**config.mk**
```make
export PLATFORM = sky130hd
export DESIGN_NAME = bspline_to_bezier_stream
export DESIGN_NICKNAME = d
export VERILOG_FILES = /design/src/hdl/bsb_pkg.sv /design/src/hdl/bsb_front.sv /design/src/hdl/bsb_queue.sv /design/src/hdl/bsb_back.sv /design/src/hdl/bspline_to_bezier_stream.sv
export SDC_FILE = /design/constraint.sdc
export NUM_CORES = 2
export LEC_CHECK = 0
export BUFFER_PORTS_ARGS = -buffer_cell sky130_fd_sc_hd__buf_2
export CAP_MARGIN = 20
export CORE_UTILIZATION = 52
export DETAILED_ROUTE_END_ITERATION = 10
export PLACE_DENSITY = 0.67
export SLEW_MARGIN = 10
export SYNTH_ARGS = -nofsm -noshare
export SYNTH_HDL_FRONTEND = slang
export SYNTH_SLANG_ARGS = --single-unit
```
**constraint.sdc**
```tcl
create_clock -name clk -period 14.95 [get_ports clk]
set_input_delay 2.99 -clock clk [delete_from_list [all_inputs] [get_ports clk]]
set_output_delay 2.99 -clock clk [all_outputs]
set_load 0.03 [all_outputs]
```
**src/hdl/bsb_pkg.sv**
```systemverilog
// shared constants, types and entry format for the b-spline to bezier stream
package bsb_pkg;

  // spline length limit and point counter width
  localparam int MAX_POINTS = 32;
  localparam int CNT_W      = $clog2(MAX_POINTS);

  // decoupling queue between front and back
  localparam int QDEPTH = 4;
  localparam int QPTR_W = $clog2(QDEPTH);

  // field and state widths
  localparam int PT_W   = 16;  // input offset
  localparam int B_W    = 17;  // point, doubled where it applies
  localparam int K_W    = 24;  // running position
  localparam int Q2_W   = 25;  // twice the midpoint
  localparam int PREV_W = 18;  // previous point
  localparam int OUT_W  = 19;  // emitted motion
  localparam int N_W    = 28;  // numerator of the divide by six
  localparam int U_W    = N_W - 1;  // halved magnitude of the numerator
  localparam int X3_W   = 25;  // curve end point
  localparam int X_W    = 27;  // control points and vector arithmetic

  // divide by three as multiply by reciprocal, exact for operands below 2^32
  localparam logic [31:0] RECIP3   = 32'hAAAAAAAB;
  localparam int          RECIP_SH = 33;
  localparam int          P_W      = U_W + 32;
  localparam int          Q_W      = P_W - RECIP_SH;

  // kind of queue entry
  typedef enum logic [1:0] {
    ENT_OPEN = 2'b01,
    ENT_SEG  = 2'b10
  } ent_kind_t;

  // one queued point, already classified and scaled
  typedef struct packed {
    ent_kind_t               kind;
    logic signed [B_W-1:0]   bx;
    logic signed [B_W-1:0]   by;
  } q_entry_t;

  // emit phase of the three vectors of a segment
  typedef enum logic [2:0] {
    PH_0 = 3'b001,
    PH_1 = 3'b010,
    PH_2 = 3'b100
  } phase_t;

endpackage

```
**src/hdl/bsb_front.sv**
```systemverilog
// front end: accepts control points, tracks the spline length and classifies points
module bsb_front import bsb_pkg::*; (
  input  logic                   clk,
  input  logic                   rst_n,
  input  logic                   in_valid,
  output logic                   in_stall,
  input  logic signed [PT_W-1:0] in_point_dx,
  input  logic signed [PT_W-1:0] in_point_dy,
  input  logic                   in_final_point,
  output logic                   push_valid,
  output q_entry_t               push_entry,
  input  logic                   push_ready
);

  logic [CNT_W-1:0] cnt_r, cnt_nxt;
  logic             opening;
  logic             last;
  logic             accept;
  logic signed [B_W-1:0] px, py;

  // classify the current point
  assign opening  = (cnt_r == '0);
  assign last     = in_final_point ||
                    ({1'b0, cnt_r} >= (CNT_W+1)'(MAX_POINTS - 1));
  assign in_stall = !push_ready;
  assign accept   = in_valid && push_ready;

  // a lone opening point is dropped without a queue entry
  assign push_valid = in_valid && !(opening && in_final_point);

  // build the entry, doubling the final point of a spline
  assign px = B_W'(in_point_dx);
  assign py = B_W'(in_point_dy);
  always_comb begin
    if (opening) begin
      push_entry.kind = ENT_OPEN;
      push_entry.bx   = px;
      push_entry.by   = py;
    end else begin
      push_entry.kind = ENT_SEG;
      push_entry.bx   = last ? (px <<< 1) : px;
      push_entry.by   = last ? (py <<< 1) : py;
    end
  end

  // point counter
  always_comb begin
    cnt_nxt = cnt_r;
    if (accept) begin
      if (opening) begin
        cnt_nxt = in_final_point ? '0 : CNT_W'(1);
      end else begin
        cnt_nxt = last ? '0 : cnt_r + CNT_W'(1);
      end
    end
  end

  always_ff @(posedge clk) begin
    if (!rst_n) begin
      cnt_r <= '0;
    end else begin
      cnt_r <= cnt_nxt;
    end
  end

endmodule

```
**src/hdl/bsb_queue.sv**
```systemverilog
// short fifo of classified points between front and back
module bsb_queue import bsb_pkg::*; (
  input  logic     clk,
  input  logic     rst_n,
  input  logic     push_valid,
  input  q_entry_t push_entry,
  output logic     push_ready,
  output logic     pop_valid,
  output q_entry_t pop_entry,
  input  logic     pop_ready
);

  q_entry_t          mem_r [QDEPTH];
  logic [QPTR_W-1:0] wr_ptr_r, rd_ptr_r;
  logic [QPTR_W:0]   cnt_r, cnt_nxt;
  logic              do_push, do_pop;

  assign push_ready = (cnt_r != (QPTR_W+1)'(QDEPTH));
  assign pop_valid  = (cnt_r != '0);
  assign pop_entry  = mem_r[rd_ptr_r];
  assign do_push    = push_valid && push_ready;
  assign do_pop     = pop_valid && pop_ready;

  // occupancy
  always_comb begin
    cnt_nxt = cnt_r;
    if (do_push && !do_pop) begin
      cnt_nxt = cnt_r + (QPTR_W+1)'(1);
    end else if (!do_push && do_pop) begin
      cnt_nxt = cnt_r - (QPTR_W+1)'(1);
    end
  end

  // pointers and count
  always_ff @(posedge clk) begin
    if (!rst_n) begin
      wr_ptr_r <= '0;
      rd_ptr_r <= '0;
      cnt_r    <= '0;
    end else begin
      cnt_r <= cnt_nxt;
      if (do_push) begin
        wr_ptr_r <= wr_ptr_r + QPTR_W'(1);
      end
      if (do_pop) begin
        rd_ptr_r <= rd_ptr_r + QPTR_W'(1);
      end
    end
  end

  // storage
  always_ff @(posedge clk) begin
    if (do_push) begin
      mem_r[wr_ptr_r] <= push_entry;
    end
  end

endmodule

```
**src/hdl/bsb_back.sv**
```systemverilog
// back end: curve state, divide-by-six pipeline and vector emitter
module bsb_back import bsb_pkg::*; (
  input  logic                    clk,
  input  logic                    rst_n,
  input  logic                    ent_valid,
  input  q_entry_t                ent,
  output logic                    ent_ready,
  output logic                    out_valid,
  input  logic                    out_stall,
  output logic signed [OUT_W-1:0] out_step_dh,
  output logic signed [OUT_W-1:0] out_step_dv,
  output logic                    out_curve_end,
  output logic                    out_run_last
);

  // curve state, lane 0 is x and lane 1 is y
  logic signed [K_W-1:0]    k_r    [2];
  logic signed [Q2_W-1:0]   q2_r   [2];
  logic signed [PREV_W-1:0] prev_r [2];
  logic signed [K_W-1:0]    end_r  [2];

  // stage 1: numerators
  logic                     s1_v_r;
  logic signed [N_W-1:0]    s1_n1_r  [2];
  logic signed [N_W-1:0]    s1_n2_r  [2];
  logic signed [X3_W-1:0]   s1_x3_r  [2];
  logic signed [K_W-1:0]    s1_end_r [2];

  // stage 2: halved magnitudes
  logic                     s2_v_r;
  logic [U_W-1:0]           s2_u1_r  [2];
  logic [U_W-1:0]           s2_u2_r  [2];
  logic                     s2_sg1_r [2];
  logic                     s2_sg2_r [2];
  logic signed [X3_W-1:0]   s2_x3_r  [2];
  logic signed [K_W-1:0]    s2_end_r [2];

  // stage 3: quotients
  logic                     s3_v_r;
  logic [Q_W-1:0]           s3_q1_r  [2];
  logic [Q_W-1:0]           s3_q2_r  [2];
  logic                     s3_sg1_r [2];
  logic                     s3_sg2_r [2];
  logic signed [X3_W-1:0]   s3_x3_r  [2];
  logic signed [K_W-1:0]    s3_end_r [2];

  // stage 4: segment buffer
  logic                     s4_v_r;
  logic signed [X_W-1:0]    s4_x1_r  [2];
  logic signed [X_W-1:0]    s4_x2_r  [2];
  logic signed [X3_W-1:0]   s4_x3_r  [2];
  logic signed [K_W-1:0]    s4_end_r [2];

  // emitter and output register
  phase_t                   phase_r;
  logic                     out_v_r;
  logic signed [OUT_W-1:0]  out_dh_r, out_dv_r;
  logic                     out_end_r;

  logic s1_ready, s2_ready, s3_ready, s4_ready;
  logic emit_load, take_seg, take_open;

  logic signed [B_W-1:0]    b      [2];
  logic signed [B_W-1:0]    half_b [2];
  logic signed [N_W-1:0]    q2x3   [2];
  logic signed [N_W-1:0]    n1     [2];
  logic signed [N_W-1:0]    n2     [2];
  logic signed [X3_W-1:0]   x3     [2];
  logic [N_W-1:0]           mag1   [2];
  logic [N_W-1:0]           mag2   [2];
  logic [P_W-1:0]           prod1  [2];
  logic [P_W-1:0]           prod2  [2];
  logic signed [X_W-1:0]    va     [2];
  logic signed [X_W-1:0]    vb     [2];
  logic signed [X_W-1:0]    vd     [2];

  // pipeline flow control
  assign emit_load = s4_v_r && (!out_v_r || !out_stall);
  assign s4_ready  = !s4_v_r || (emit_load && (phase_r == PH_2));
  assign s3_ready  = !s3_v_r || s4_ready;
  assign s2_ready  = !s2_v_r || s3_ready;
  assign s1_ready  = !s1_v_r || s2_ready;
  assign ent_ready = (ent.kind == ENT_OPEN) || s1_ready;
  assign take_open = ent_valid && (ent.kind == ENT_OPEN);
  assign take_seg  = ent_valid && (ent.kind == ENT_SEG) && s1_ready;

  // segment arithmetic per lane
  assign b[0] = ent.bx;
  assign b[1] = ent.by;
  always_comb begin
    for (int i = 0; i < 2; i++) begin
      // halve toward zero
      half_b[i] = (b[i] + $signed({{(B_W-1){1'b0}}, b[i][B_W-1]})) >>> 1;
      q2x3[i]   = (N_W'(q2_r[i]) <<< 1) + N_W'(q2_r[i]);
      n1[i]     = q2x3[i] + (N_W'(prev_r[i]) <<< 1);
      n2[i]     = q2x3[i] + (N_W'(prev_r[i]) <<< 1) + N_W'(prev_r[i]) + N_W'(b[i]);
      x3[i]     = X3_W'(k_r[i]) + X3_W'(half_b[i]);
      // magnitudes for the divider
      mag1[i]   = s1_n1_r[i][N_W-1] ? N_W'(-s1_n1_r[i]) : N_W'(s1_n1_r[i]);
      mag2[i]   = s1_n2_r[i][N_W-1] ? N_W'(-s1_n2_r[i]) : N_W'(s1_n2_r[i]);
      // floor of u / 3
      prod1[i]  = P_W'(s2_u1_r[i]) * P_W'(RECIP3);
      prod2[i]  = P_W'(s2_u2_r[i]) * P_W'(RECIP3);
    end
  end

  // curve state update at entry transfer
  always_ff @(posedge clk) begin
    if (!rst_n) begin
      for (int i = 0; i < 2; i++) begin
        k_r[i]    <= '0;
        q2_r[i]   <= '0;
        prev_r[i] <= '0;
        end_r[i]  <= '0;
      end
    end else if (take_open) begin
      for (int i = 0; i < 2; i++) begin
        k_r[i]    <= K_W'(b[i]);
        q2_r[i]   <= '0;
        prev_r[i] <= PREV_W'(b[i]) <<< 1;
        end_r[i]  <= '0;
      end
    end else if (take_seg) begin
      for (int i = 0; i < 2; i++) begin
        k_r[i]    <= k_r[i] + K_W'(b[i]);
        q2_r[i]   <= (Q2_W'(k_r[i]) <<< 1) + Q2_W'(b[i]);
        prev_r[i] <= PREV_W'(b[i]);
        end_r[i]  <= $signed(x3[i][K_W-1:0]);
      end
    end
  end

  // stage valids
  always_ff @(posedge clk) begin
    if (!rst_n) begin
      s1_v_r <= 1'b0;
      s2_v_r <= 1'b0;
      s3_v_r <= 1'b0;
      s4_v_r <= 1'b0;
    end else begin
      if (s1_ready) s1_v_r <= take_seg;
      if (s2_ready) s2_v_r <= s1_v_r;
      if (s3_ready) s3_v_r <= s2_v_r;
      if (s4_ready) s4_v_r <= s3_v_r;
    end
  end

  // stage payloads
  always_ff @(posedge clk) begin
    for (int i = 0; i < 2; i++) begin
      if (take_seg) begin
        s1_n1_r[i]  <= n1[i];
        s1_n2_r[i]  <= n2[i];
        s1_x3_r[i]  <= x3[i];
        s1_end_r[i] <= end_r[i];
      end
      if (s2_ready && s1_v_r) begin
        s2_u1_r[i]  <= mag1[i][N_W-1:1];
        s2_u2_r[i]  <= mag2[i][N_W-1:1];
        s2_sg1_r[i] <= s1_n1_r[i][N_W-1];
        s2_sg2_r[i] <= s1_n2_r[i][N_W-1];
        s2_x3_r[i]  <= s1_x3_r[i];
        s2_end_r[i] <= s1_end_r[i];
      end
      if (s3_ready && s2_v_r) begin
        s3_q1_r[i]  <= prod1[i][RECIP_SH +: Q_W];
        s3_q2_r[i]  <= prod2[i][RECIP_SH +: Q_W];
        s3_sg1_r[i] <= s2_sg1_r[i];
        s3_sg2_r[i] <= s2_sg2_r[i];
        s3_x3_r[i]  <= s2_x3_r[i];
        s3_end_r[i] <= s2_end_r[i];
      end
      if (s4_ready && s3_v_r) begin
        s4_x1_r[i]  <= s3_sg1_r[i] ? -$signed(X_W'(s3_q1_r[i])) : $signed(X_W'(s3_q1_r[i]));
        s4_x2_r[i]  <= s3_sg2_r[i] ? -$signed(X_W'(s3_q2_r[i])) : $signed(X_W'(s3_q2_r[i]));
        s4_x3_r[i]  <= s3_x3_r[i];
        s4_end_r[i] <= s3_end_r[i];
      end
    end
  end

  // vector for the current phase
  always_comb begin
    for (int i = 0; i < 2; i++) begin
      case (phase_r)
        PH_0: begin
          va[i] = s4_x1_r[i];
          vb[i] = X_W'(s4_end_r[i]);
        end
        PH_1: begin
          va[i] = s4_x2_r[i];
          vb[i] = s4_x1_r[i];
        end
        PH_2: begin
          va[i] = X_W'(s4_x3_r[i]);
          vb[i] = s4_x2_r[i];
        end
        default: begin
          va[i] = '0;
          vb[i] = '0;
        end
      endcase
      vd[i] = va[i] - vb[i];
    end
  end

  // emitter phase and output valid
  always_ff @(posedge clk) begin
    if (!rst_n) begin
      phase_r <= PH_0;
      out_v_r <= 1'b0;
    end else begin
      if (emit_load) begin
        out_v_r <= 1'b1;
        case (phase_r)
          PH_0:    phase_r <= PH_1;
          PH_1:    phase_r <= PH_2;
          PH_2:    phase_r <= PH_0;
          default: phase_r <= PH_0;
        endcase
      end else if (!out_stall) begin
        out_v_r <= 1'b0;
      end
    end
  end

  // output payload
  always_ff @(posedge clk) begin
    if (emit_load) begin
      out_dh_r  <= $signed(vd[0][OUT_W-1:0]);
      out_dv_r  <= $signed(vd[1][OUT_W-1:0]);
      out_end_r <= (phase_r == PH_2);
    end
  end

  assign out_valid     = out_v_r;
  assign out_step_dh   = out_dh_r;
  assign out_step_dv   = out_dv_r;
  assign out_curve_end = out_end_r;
  assign out_run_last  = out_end_r;

endmodule

```
**src/hdl/bspline_to_bezier_stream.sv**
```systemverilog
// top level of the quadratic b-spline to cubic bezier stream converter
//
// Takes relative control points of a quadratic B-spline and emits, for every
// point after the opening one, three relative motion vectors of a cubic
// Bezier segment; the third carries curve_end and run_last. A spline opening
// point or a lone point emits nothing. The output register sends one vector
// per cycle while out_stall is low; opening points cost no output slot. A
// segment point passes the four-entry queue (written at the transfer edge),
// then the numerator stage, magnitude stage, reciprocal multiply, segment
// buffer and output register before its first vector is presented. The
// input stalls only when the queue is full, and the output register
// decouples the result side, so either side may stall independently.
// Reaching MAX_POINTS points ends a spline as if the final flag were set.
module bspline_to_bezier_stream import bsb_pkg::*; (
  input  logic                    clk,
  input  logic                    rst_n,
  input  logic                    in_valid,
  output logic                    in_stall,
  input  logic signed [PT_W-1:0]  in_point_dx,
  input  logic signed [PT_W-1:0]  in_point_dy,
  input  logic                    in_final_point,
  output logic                    out_valid,
  input  logic                    out_stall,
  output logic signed [OUT_W-1:0] out_step_dh,
  output logic signed [OUT_W-1:0] out_step_dv,
  output logic                    out_curve_end,
  output logic                    out_run_last
);

  logic     push_valid, push_ready;
  q_entry_t push_entry;
  logic     pop_valid, pop_ready;
  q_entry_t pop_entry;

  // classification front end
  bsb_front u_front (
    .clk            (clk),
    .rst_n          (rst_n),
    .in_valid       (in_valid),
    .in_stall       (in_stall),
    .in_point_dx    (in_point_dx),
    .in_point_dy    (in_point_dy),
    .in_final_point (in_final_point),
    .push_valid     (push_valid),
    .push_entry     (push_entry),
    .push_ready     (push_ready)
  );

  // decoupling queue
  bsb_queue u_queue (
    .clk        (clk),
    .rst_n      (rst_n),
    .push_valid (push_valid),
    .push_entry (push_entry),
    .push_ready (push_ready),
    .pop_valid  (pop_valid),
    .pop_entry  (pop_entry),
    .pop_ready  (pop_ready)
  );

  // conversion back end
  bsb_back u_back (
    .clk           (clk),
    .rst_n         (rst_n),
    .ent_valid     (pop_valid),
    .ent           (pop_entry),
    .ent_ready     (pop_ready),
    .out_valid     (out_valid),
    .out_stall     (out_stall),
    .out_step_dh   (out_step_dh),
    .out_step_dv   (out_step_dv),
    .out_curve_end (out_curve_end),
    .out_run_last  (out_run_last)
  );

`ifndef SYNTHESIS
  // a segment's remaining vectors follow its first and second without a gap
  a_segment_contiguous: assert property (@(posedge clk) disable iff (!rst_n)
    (out_valid && !out_stall && !out_curve_end) |=> out_valid)
    else $error("segment vectors interrupted");

  // reset leaves no result pending
  a_reset_out: assert property (@(posedge clk)
    !rst_n |=> !out_valid)
    else $error("output valid after reset");

  // reset leaves the queue empty, so the input is open
  a_reset_in: assert property (@(posedge clk)
    !rst_n |=> !in_stall)
    else $error("input stalled after reset");

  // an entry is handed to the back only while the queue holds one
  a_pop_nonempty: assert property (@(posedge clk) disable iff (!rst_n)
    (pop_valid && pop_ready) |-> $past(push_valid && push_ready) || $past(pop_valid))
    else $error("queue popped while empty");
`endif

endmodule
```
==> flow_summary.json <==
{
  "async_flop_share_pct": 0,
  "netlist_area_um2": 87000,
  "grt_pass1_vias": 55100,
  "finalInstanceArea_um2": 94100,
  "status": "finished clean",
  "dp.cells": 9620,
  "utilization_pct": 56.8,
  "final_cells": 9835,
  "critPathMaxFanout": 4,
  "crit_type": "reg -> reg",
  "syn2layout_area_growth_pct": 8.09,
  "crit_required_ns": 15.43,
  "top_layer_used": "met5",
  "maxCapViolations": 0,
  "vias": 53800,
  "postCtsSetupBuffers": 0,
  "drt-initial-drc-count": 3945,
  "antenna_found_initial": 4,
  "netlist-cell-type-count": 86,
  "post_dp_cell_area_um2": 90000,
  "ys_warn_count": 0,
  "grt_pass1_wl_um": 310000,
  "hold_viol_final": 0,
  "r2r_end": "u_back.s3_q1_r[0][5]$_DFFE_PP_",
  "max_freq_ghz": 0.128,
  "rr_startpoint": "u_back.s2_u1_r[0][6]$_DFFE_PP_",
  "synth_area_per_cell_um2": 11.7,
  "synth_ff_type": "edfxtp_1",
  "finalWirelength_um": 197000,
  "synth-edff-count": 1037,
  "netlist_instances": 7441,
  "skew_ns": 0.0335,
  "reg2reg_depth": 21,
  "layout_min_cycle_time_ns": 7.80,
  "cts_buffer_depth": 3,
  "dp_hpwl_um": 162000,
  "cts-buffers-inserted": 114,
  "critPathLaunchType": "flip-flop",
  "dieHeight_um": 411,
  "min-delay-path-class": "reg -> reg",
  "crit_start": "u_back.s2_u1_r[0][6]$_DFFE_PP_",
  "cts_resized": 0,
  "reg2reg_slack_ns": 7.15,
  "nets": 9472,
  "die_w_um": 411,
  "synthTopCellsByCount": "1446 x inv_1, 1037 x edfxtp_1, 976 x ha_1",
  "vias_per_cell": 5.47,
  "fin_crit_sh_pct": 52.2,
  "rsz0062_at_grt": "no",
  "met3_length_um": 10700,
  "drc": 0,
  "synth-seq-cells": 1059,
  "grt_usage_pct": 23.7,
  "clk_pin_slew_ns": 0.06,
  "drive_above_1_share_pct": 5.43,
  "yosysTopAreaCell": "edfxtp_1",
  "ctsHoldBuffers": 0,
  "fin_setup_tns_ns": 0,
  "dr.pass1.iters": 5,
  "core-area_um2": 166000,
  "cts_tree": "yes",
  "synth.most_common_cell": "inv_1",
  "ys_seq_area_share_pct": 36.3,
  "end_kind": "flip-flop",
  "cts-root-buf": "clkbuf_16",
  "wl_per_cell_um": 20.0,
  "fp-row-count": 149,
  "cts.htree.levels": 3,
  "die-area_um2": 169000,
  "wl_met1_um": 94700,
  "setup_viol": 0,
  "synth_nets": 9365,
  "ioPinCount": 79,
  "port_buffers": 78,
  "endpoint": "u_back.s3_q1_r[0][5]$_DFFE_PP_",
  "worst-endpoint-arrival_ns": 8.29,
  "gp_congestion": 0.939,
  "dr_wl_met2_um": 88000,
  "slew_viol_final": 0,
  "max_slew_margin_pct": 25.4,
  "grt_max_degree": 157,
  "synth_area_leaders": "edfxtp_1 36%, fa_1 21%, ha_1 14%",
  "worst_pin_slew_ns": 1.11,
  "clock_latency_ns": 0.75,
  "cts_sinks": 1059,
  "gr-total-overflow": 0,
  "start_util_pct": 52.6,
  "ant_nets": 0,
  "yosys.area.top_type_share_pct": 35.8
}
area by class of cell:
class,count,area [µm²]
fill,13800,71500
clock buffer,135,2970
timing repair buffer,103,623
multi-input combinational,4824,49600
sequential,1059,31600
clock inverter,78,1090
antenna,1,2.50
inverter,1446,5430
tap,2189,2740
layout by cell type (no fill, tap or decap), types with 27 or more instances in the layout:
cell type     n
mux4_2       38
a22oi_1      78
xnor2_1     418
o21bai_1     34
nand2_1     341
clkbuf_16   114
o41ai_1      31
and3_1       50
o21ai_0     290
or2_2        27
a21o_1      142
nor2b_1      57
mux2_2       32
xor2_1      109
and2_1       73
buf_2        78
ha_1        976
nand3_1      86
inv_1      1445
or3_1        29
o31ai_1      65
nand4_1      30
fa_1        911
o21a_1       40
nor3_1       90
a21oi_1     284
nor2_1      263
edfxtp_1   1037
nand2b_1     57
logic make-up after synthesis:
logic type	Yosys count	share of synthesized area (%)
flip-flops	1059	36.3
adder cells (fa/ha/maj)	1887	35.0
multiplexers	75	1.46
XOR/XNOR	528	5.33
AND/OR/NAND/NOR	1194	6.75
AO/OA/AOI/OAI	1140	8.42
buffers and inverters	1558	6.76
stage by stage:
| stage | hold slack (ns) | setup slack (ns) |
|---|---|---|
| 2_1_floorplan | 0.400 | 2.33 |
| 3_3_place_gp | 0.401 | 7.24 |
| 3_5_place_dp | 0.405 | 7.11 |
| 4_1_cts | 0.406 | 7.12 |
| 5_1_grt | 0.415 | 6.78 |
| 6_report | 0.413 | 7.15 |
critical path, stage by stage (launching register included):
cell and delay, ns:
edfxtp_1 0.43, ha_1 0.45, ha_1 0.46, inv_1 0.15, fa_1 0.66, inv_1 0.18
fa_1 0.59, inv_1 0.13, fa_1 0.66, inv_1 0.13, fa_1 0.53, fa_1 0.43
ha_1 0.31, nand3_1 0.14, nor2_1 0.25, nand4_1 0.12, a2111oi_0 0.68, o21ai_0 0.30
a2111oi_1 0.59, o21a_1 0.20, nor2_1 0.05, xnor2_1 0.11
per-layer routing:
metal	up-vias	track usage, %
met5	-	0
met4	2	4.93
met3	216	3.08
met2	1240	36.9
met1	26800	35.6
li1	25500	-
how the worst min path moves through the flow:
stage               cells after the start                                to                               from
finish                                  0    u_back.s4_x3_r[0][1]$_DFFE_PP_     u_back.s3_x3_r[0][1]$_DFFE_PP_
global route                            0  u_back.s4_end_r[0][11]$_DFFE_PP_   u_back.s3_end_r[0][11]$_DFFE_PP_
CTS                                     0  u_back.s4_end_r[0][11]$_DFFE_PP_   u_back.s3_end_r[0][11]$_DFFE_PP_
detailed placement                      0  u_back.s1_end_r[0][31]$_DFFE_PP_  u_back.end_r[0][31]$_SDFFCE_PN0P_
global placement                        0  u_back.s1_end_r[0][39]$_DFFE_PP_  u_back.end_r[0][39]$_SDFFCE_PN0P_
floorplan                               0   u_back.s1_end_r[0][0]$_DFFE_PP_   u_back.end_r[0][0]$_SDFFCE_PN0P_
flip-flops by register name, indices dropped and copies added, names as in the netlist, 35 cells and up, named ones only:
signal and cells:
u_back.end_r 38, u_back.k_r 48, u_back.prev_r 35, u_back.q2_r 49, u_back.s1_end_r 38, u_back.s1_n1_r 56, u_back.s1_n2_r 56, u_back.s1_x3_r 38
u_back.s2_end_r 38, u_back.s2_u1_r 54, u_back.s2_u2_r 54, u_back.s2_x3_r 38, u_back.s3_end_r 38, u_back.s3_q1_r 38, u_back.s3_q2_r 38, u_back.s3_x3_r 38
u_back.s4_end_r 38, u_back.s4_x1_r 38, u_back.s4_x2_r 38, u_back.s4_x3_r 38, u_queue.mem_r 144
Power is not shown: default switching activity piles up to over one toggle a cycle in this logic, so the estimate is an artifact.
